`src/hw/rtl/sfth_pkg.sv`:
```
// Package for the symmetric flow tuple hash: field widths, mix constants, types, mix function.
`default_nettype none
package sfth_pkg;

   localparam int unsigned ADDR_WORD_W = 32;
   localparam int unsigned PORT_W      = 16;
   localparam int unsigned HASH_W      = 32;
   localparam int unsigned ADDR_WORDS  = 4;
   localparam int unsigned REQ_DATA_W  = 2 * ADDR_WORDS * ADDR_WORD_W + 2 * PORT_W;
   localparam int unsigned RSP_DATA_W  = HASH_W;

   localparam logic [HASH_W-1:0] GOLDEN_K = 32'h9e37_79b9;
   localparam int unsigned       MIX_SHL  = 6;
   localparam int unsigned       MIX_SHR  = 2;

   typedef logic [ADDR_WORD_W-1:0] word_type;
   typedef logic [PORT_W-1:0]      port_type;
   typedef logic [HASH_W-1:0]      hash_type;

   // one flow tuple as captured at the input register
   typedef struct packed {
      port_type                  dst_port;
      port_type                  src_port;
      word_type [ADDR_WORDS-1:0] dst_addr;
      word_type [ADDR_WORDS-1:0] src_addr;
   } tuple_type;

   typedef struct packed {
      logic     direction;
      hash_type flow_hash;
   } result_type;

   // golden-ratio combine, all sums mod 2^32
   function automatic hash_type mix_word(hash_type seed, hash_type v);
      hash_type sum;
      sum = v + GOLDEN_K + (seed << MIX_SHL) + (seed >> MIX_SHR);
      return seed ^ sum;
   endfunction

endpackage
`default_nettype wire

```
`src/hw/rtl/symmetric_flow_tuple_hash.sv`:
```
// Top level of the symmetric flow tuple hash: input register, mix logic, result register.
// A req transfer is captured in the input register and then in the result register, which
// drives rsp_tvalid; the rsp transfer follows when rsp_tready is high.
// Throughput: one tuple per cycle unless rsp_tready stalls the result; the order compare
// and the eight-word mix chain are combinational, between the input and result registers.
// A stalled result stalls a full input register behind it; both stages then hold.
// Reset (synchronous, active high) clears both valid flags; payload registers keep no reset.
`default_nettype none
module symmetric_flow_tuple_hash (
   input  wire                                 clock,
   input  wire                                 reset,
   input  wire                                 req_tvalid,
   output logic                                req_tready,
   // lowest bit up: src_addr_w0, src_addr_w1, src_addr_w2, src_addr_w3,
   // dst_addr_w0, dst_addr_w1, dst_addr_w2, dst_addr_w3, src_port, dst_port
   input  wire  [sfth_pkg::REQ_DATA_W-1:0]     req_tdata,
   output logic                                rsp_tvalid,
   input  wire                                 rsp_tready,
   // lowest bit up: flow_hash
   output logic [sfth_pkg::RSP_DATA_W-1:0]     rsp_tdata,
   // lowest bit up: direction
   output logic                                rsp_tuser
);

   logic                  tuple_valid_ff;
   sfth_pkg::tuple_type   tuple_ff;
   sfth_pkg::tuple_type   tuple_in;
   logic                  rsp_valid_ff;
   sfth_pkg::result_type  result_ff;
   sfth_pkg::result_type  result_in;
   logic                  out_en;
   logic                  tuple_en;

   logic [2*sfth_pkg::ADDR_WORD_W-1:0] src_lo, src_hi, dst_lo, dst_hi;
   logic                               src_first;
   sfth_pkg::word_type [2*sfth_pkg::ADDR_WORDS-1:0] fold_words;
   sfth_pkg::hash_type                 addr_seed;
   sfth_pkg::hash_type                 port_seed;
   sfth_pkg::port_type                 first_port, second_port;

   assign out_en     = !rsp_valid_ff || rsp_tready;
   assign tuple_en   = !tuple_valid_ff || out_en;
   assign req_tready = tuple_en;
   assign tuple_in   = sfth_pkg::tuple_type'(req_tdata);

   always_ff @(posedge clock) begin
      if (reset) begin
         tuple_valid_ff <= 1'b0;
      end else if (tuple_en) begin
         tuple_valid_ff <= req_tvalid;
      end
      if (tuple_en && req_tvalid) begin
         tuple_ff <= tuple_in;
      end
   end

   // canonical order: ports, then low halves, then high halves; a full tie is destination-first
   always_comb begin
      src_lo = {tuple_ff.src_addr[1], tuple_ff.src_addr[0]};
      src_hi = {tuple_ff.src_addr[3], tuple_ff.src_addr[2]};
      dst_lo = {tuple_ff.dst_addr[1], tuple_ff.dst_addr[0]};
      dst_hi = {tuple_ff.dst_addr[3], tuple_ff.dst_addr[2]};
      if (tuple_ff.src_port != tuple_ff.dst_port) begin
         src_first = tuple_ff.src_port > tuple_ff.dst_port;
      end else if (src_lo != dst_lo) begin
         src_first = src_lo > dst_lo;
      end else begin
         src_first = src_hi > dst_hi;
      end
   end

   always_comb begin
      if (src_first) begin
         fold_words  = {tuple_ff.dst_addr, tuple_ff.src_addr};
         first_port  = tuple_ff.src_port;
         second_port = tuple_ff.dst_port;
      end else begin
         fold_words  = {tuple_ff.src_addr, tuple_ff.dst_addr};
         first_port  = tuple_ff.dst_port;
         second_port = tuple_ff.src_port;
      end
      addr_seed = '0;
      for (int i = 0; i < 2 * sfth_pkg::ADDR_WORDS; i++) begin
         addr_seed = sfth_pkg::mix_word(addr_seed, fold_words[i]);
      end
      port_seed = sfth_pkg::mix_word('0, sfth_pkg::hash_type'(first_port));
      port_seed = sfth_pkg::mix_word(port_seed, sfth_pkg::hash_type'(second_port));
      result_in.flow_hash = addr_seed ^ port_seed;
      result_in.direction = !src_first;
   end

   always_ff @(posedge clock) begin
      if (reset) begin
         rsp_valid_ff <= 1'b0;
      end else if (out_en) begin
         rsp_valid_ff <= tuple_valid_ff;
      end
      if (out_en && tuple_valid_ff) begin
         result_ff <= result_in;
      end
   end

   assign rsp_tvalid = rsp_valid_ff;
   assign rsp_tdata  = result_ff.flow_hash;
   assign rsp_tuser  = result_ff.direction;

`ifndef SYNTHESIS
   a_empty_out_ready: assert property (@(posedge clock) disable iff (reset)
      !rsp_tvalid |-> req_tready)
      else $error("input stalled with empty result register");

   a_tuple_moves: assert property (@(posedge clock) disable iff (reset)
      (tuple_valid_ff && out_en) |=> rsp_tvalid)
      else $error("captured tuple did not reach result register");

   a_src_port_wins: assert property (@(posedge clock) disable iff (reset)
      (tuple_valid_ff && out_en && (tuple_ff.src_port > tuple_ff.dst_port)) |=> !rsp_tuser)
      else $error("larger source port must give source-first order");

   a_dst_port_wins: assert property (@(posedge clock) disable iff (reset)
      (tuple_valid_ff && out_en && (tuple_ff.src_port < tuple_ff.dst_port)) |=> rsp_tuser)
      else $error("larger destination port must give destination-first order");
`endif

endmodule
`default_nettype wire
```
`config.mk`:
```
export PLATFORM = sky130hd
export DESIGN_NAME = symmetric_flow_tuple_hash
export DESIGN_NICKNAME = d
export VERILOG_FILES = /design/src/hw/rtl/sfth_pkg.sv /design/src/hw/rtl/symmetric_flow_tuple_hash.sv
export SDC_FILE = /design/constraint.sdc
export NUM_CORES = 2
export LEC_CHECK = 0
export BUFFER_PORTS_ARGS = -buffer_cell sky130_fd_sc_hd__buf_2
export CAP_MARGIN = 20
export CORE_ASPECT_RATIO = 2
export CORE_MARGIN = 4
export CORE_UTILIZATION = 50
export DETAILED_ROUTE_END_ITERATION = 6
export GPL_TIMING_DRIVEN = 1
export HOLD_SLACK_MARGIN = 0.08
export PLACE_DENSITY = 0.76
export REMOVE_ABC_BUFFERS = 1
export SYNTH_ARGS = -nofsm -noshare
export SYNTH_HDL_FRONTEND = slang
export SYNTH_SLANG_ARGS = --single-unit
```
`constraint.sdc`:
```
create_clock -name clock -period 32.1 [get_ports clock]
set_input_delay 0 -clock clock [delete_from_list [all_inputs] [get_ports clock]]
set_output_delay 0 -clock clock [all_outputs]
set_load 0.005 [all_outputs]
```
==> summary.txt <==
Status
  • Status: completed

Timing
  • Unrepaired setup endpoints after global routing: no
  • Final setup viols: 0
  • Final period util: 90.60%
  • Fmax: 34.38 MHz
  • Final period demand of the worst path: 29.08 ns
  • Hold Fails Final Rpt: 0
  • Setup Skew: 0.03721 ns
  • Worst Tran Pin Value: 1.326 ns
  • Fin. max-slew vios: 0
  • Worst slew margin: 11.62%

Yosys
  • Flops & latches, synth: 323
  • Avg Synthesized Cell Area: 9.996 sq um
  • YS warnings: 0
  • Yosys cell types: 97
  • Post-synth ARST share: 0%
  • Leading area contributor after synthesis: edfxtp_1
  • Ys flop type: edfxtp_1
  • Post-synth EDFFs: 321
  • Gate Count Post-Synth: 4018
  • Synth top area cells: edfxtp_1, ha_1, fa_1
  • Synth top area share: 24.00%
  • Post-synthesis sequential area ratio: 24.10%
  • Mapped cell area: 40160 sq um

Critical path
  • WP data required: 32.43 ns
  • CP Capture Type: flip-flop
  • CP max FO: 61
  • Slowest CP cell: nor4_1
  • Critical path data arrival time: 29.41 ns
  • Worst R2R Path Depth: 97
  • Slowest Stage Delay on Critical Path: 1.04 ns
  • Crit path launch type: flip-flop
  • Worst R2R End: rsp_tdata[31]$_DFFE_PP_
  • CP delay by family, top: adder cells
  • Worst r2r src: src_hi[45]$_DFFE_PP_
  • FF-to-FF setup slack: 3.02 ns
  • Crit Path Class: reg2reg
  • Most frequent CP cell: ha_1
  • Buffers and inverters on the worst path: 11

Place
  • Final HPWL from detailed placement: 109600 um
  • DP Area: 43010 sq um
  • RePlAce Congestion: 1.027
  • IO Port Bufs: 326

Layout
  • Layout fillers: 6757
  • FF+latch area: 9679 sq um
  • Post-Layout Inst Area: 47120 sq um
  • Most common cell after layout, fill and taps aside: inv_1
  • Area delta synth->final: 17.32%
  • Final core occ: 59.30%
  • Share of cells above drive strength 1: 10.40%
  • Most frequent cells in the layout: inv_1, ha_1, xnor2_1
  • Area of the multi-input gates: 27660 sq um
  • Nets: 5784

Drt
  • Number of DRC markers in iteration 0: 1741
  • Pre-Repair DR Iteration Count: 6
  • Final WL: 132700 um
  • Vias per inst: 5.650
  • Wire length on met1: 44870 um
  • Met3 WL: 6233 um
  • Vias: 32280
  • DR top layer: met4
  • WL per Instance: 23.23 um
  • Detailed-route DRC error count: 0
  • Routed length on met2: 67730 um
  • Routed Antenna Nets: 0

CTS
  • Post-CTS sizing: 0
  • Clock transition at path regs: 0.07 ns
  • CTS Buffer Depth: 3
  • H-tree depth: 2
  • CTS tree: done
  • CTS Buf Count: 35
  • CTS root buffer: clkbuf_16
  • Post-CTS Setup Inserts: 0
  • Post-CTS Hold Buffers: 292
  • CTS sink count: 323
  • Worst-skew pair later-pin latency: 0.59 ns

GRT
  • Initial antenna violation count: 2
  • First-pass GRT wire length: 196500 um
  • GRT Util Overall: 30.38%
  • Number of global-route vias before repair: 34490
  • Grt ovf: 0
  • Largest net degree at the start of global routing: 68

Hold path
  • Hold Path Depth: 2
  • Min-delay src: req_tdata[257]
  • Hold Path End: tuple_ff[257]$_DFFE_PP_
  • Hold WC Path Type: in2reg

Floorplan
  • Die span in y: 408.8 um
  • Die area: 85200 sq um
  • IO Pins: 327
  • Total core area: 79460 sq um
  • Starting Density: 50.54%
  • Chip width: 208.4 um
  • # rows: 146

Job
  • Number of max-cap violations: 0
-- worst max path at each step --
stage,startpoint,to,slack (ns),cells past startpoint
finish,src_hi[45]$_DFFE_PP_,rsp_tdata[31]$_DFFE_PP_,3.02,97
floorplan,src_hi[60]$_DFFE_PP_,rsp_tdata[30]$_DFFE_PP_,-0.53,92
detailed placement,src_hi[45]$_DFFE_PP_,rsp_tdata[30]$_DFFE_PP_,3.39,96
CTS,src_hi[45]$_DFFE_PP_,rsp_tdata[30]$_DFFE_PP_,3.28,96
global placement,src_hi[45]$_DFFE_PP_,rsp_tdata[30]$_DFFE_PP_,3.70,96
global route,src_hi[45]$_DFFE_PP_,rsp_tdata[30]$_DFFE_PP_,1.95,97
-- sequential cells by signal, summed over array words and instances (netlist names) --
| register | flops |
|---|---|
| dst_hi | 64 |
| src_lo | 64 |
| dst_lo | 64 |
| rsp_tdata | 32 |
| src_hi | 64 |
| tuple_ff | 32 |
| tuple_valid_ff | 1 |
| rsp_tuser | 1 |
| rsp_tvalid | 1 |
-- layer usage --
metal | vias to the layer above | GRT usage (%)
li1 | 15210 | -
met1 | 15450 | 30.51
met2 | 1136 | 55.57
met3 | 487 | 3.737
met4 | 0 | 24.65
met5 | - | 0
-- synthesized netlist by cell type (8+ instances only) --
cell	n
a211o_1	9
a211oi_1	17
a21boi_0	9
a21o_1	94
a21oi_1	181
a31o_2	9
a31oi_1	38
and2_1	15
and3_1	22
buf_2	18
clkbuf_1	14
edfxtp_1	321
fa_1	181
ha_1	663
inv_1	689
mux2_2	24
mux2i_1	223
nand2_1	146
nand2b_1	28
nand3_1	52
nand4_1	37
nor2_1	146
nor2b_1	35
nor3_1	67
nor4_1	14
o211ai_1	18
o21a_1	37
o21ai_0	143
o21ai_1	9
o21bai_1	24
o31ai_1	16
o41ai_1	9
or3_1	29
xnor2_1	351
xnor2_2	8
xnor3_1	36
xor2_1	149
xor3_1	8
-- logic make-up after synthesis --
kind of cell | count (synthesis) | synth area share [%]
fa+ha+maj | 844 | 29.68
simple gates | 626 | 7.826
buf+inv | 738 | 7.087
mux | 248 | 6.265
compound gates | 680 | 10.91
xor+xnor | 559 | 14.14
flops | 323 | 24.10
-- area by class of cell --
type	count	share of cell area [%]
Sequential cell	323	20.54
Multi-Input combinational cell	2957	58.69
Antenna cell	2	0.01062
Clock inverter	26	0.5762
Inverter	692	5.512
Clock buffer	38	1.928
Timing Repair Buffer	639	9.989
Tap cell	1036	2.751
-- through the flow --
stage	std cells	setup TNS (ns)	hold slack, ns	setup slack, ns
after floorplan	3972	-1.072	0.07238	-0.5258
after global placement	5353	0	0.1761	3.701
after detailed placement	5354	0	0.1781	3.387
after CTS	5710	0	0.08042	3.284
after global routing	5711	0	0.1136	1.950
final	5713	0	0.1149	3.017
Power is left out: the tool's default activity adds up to more than one toggle a clock period on the data nets, which glitch-free logic cannot reach.
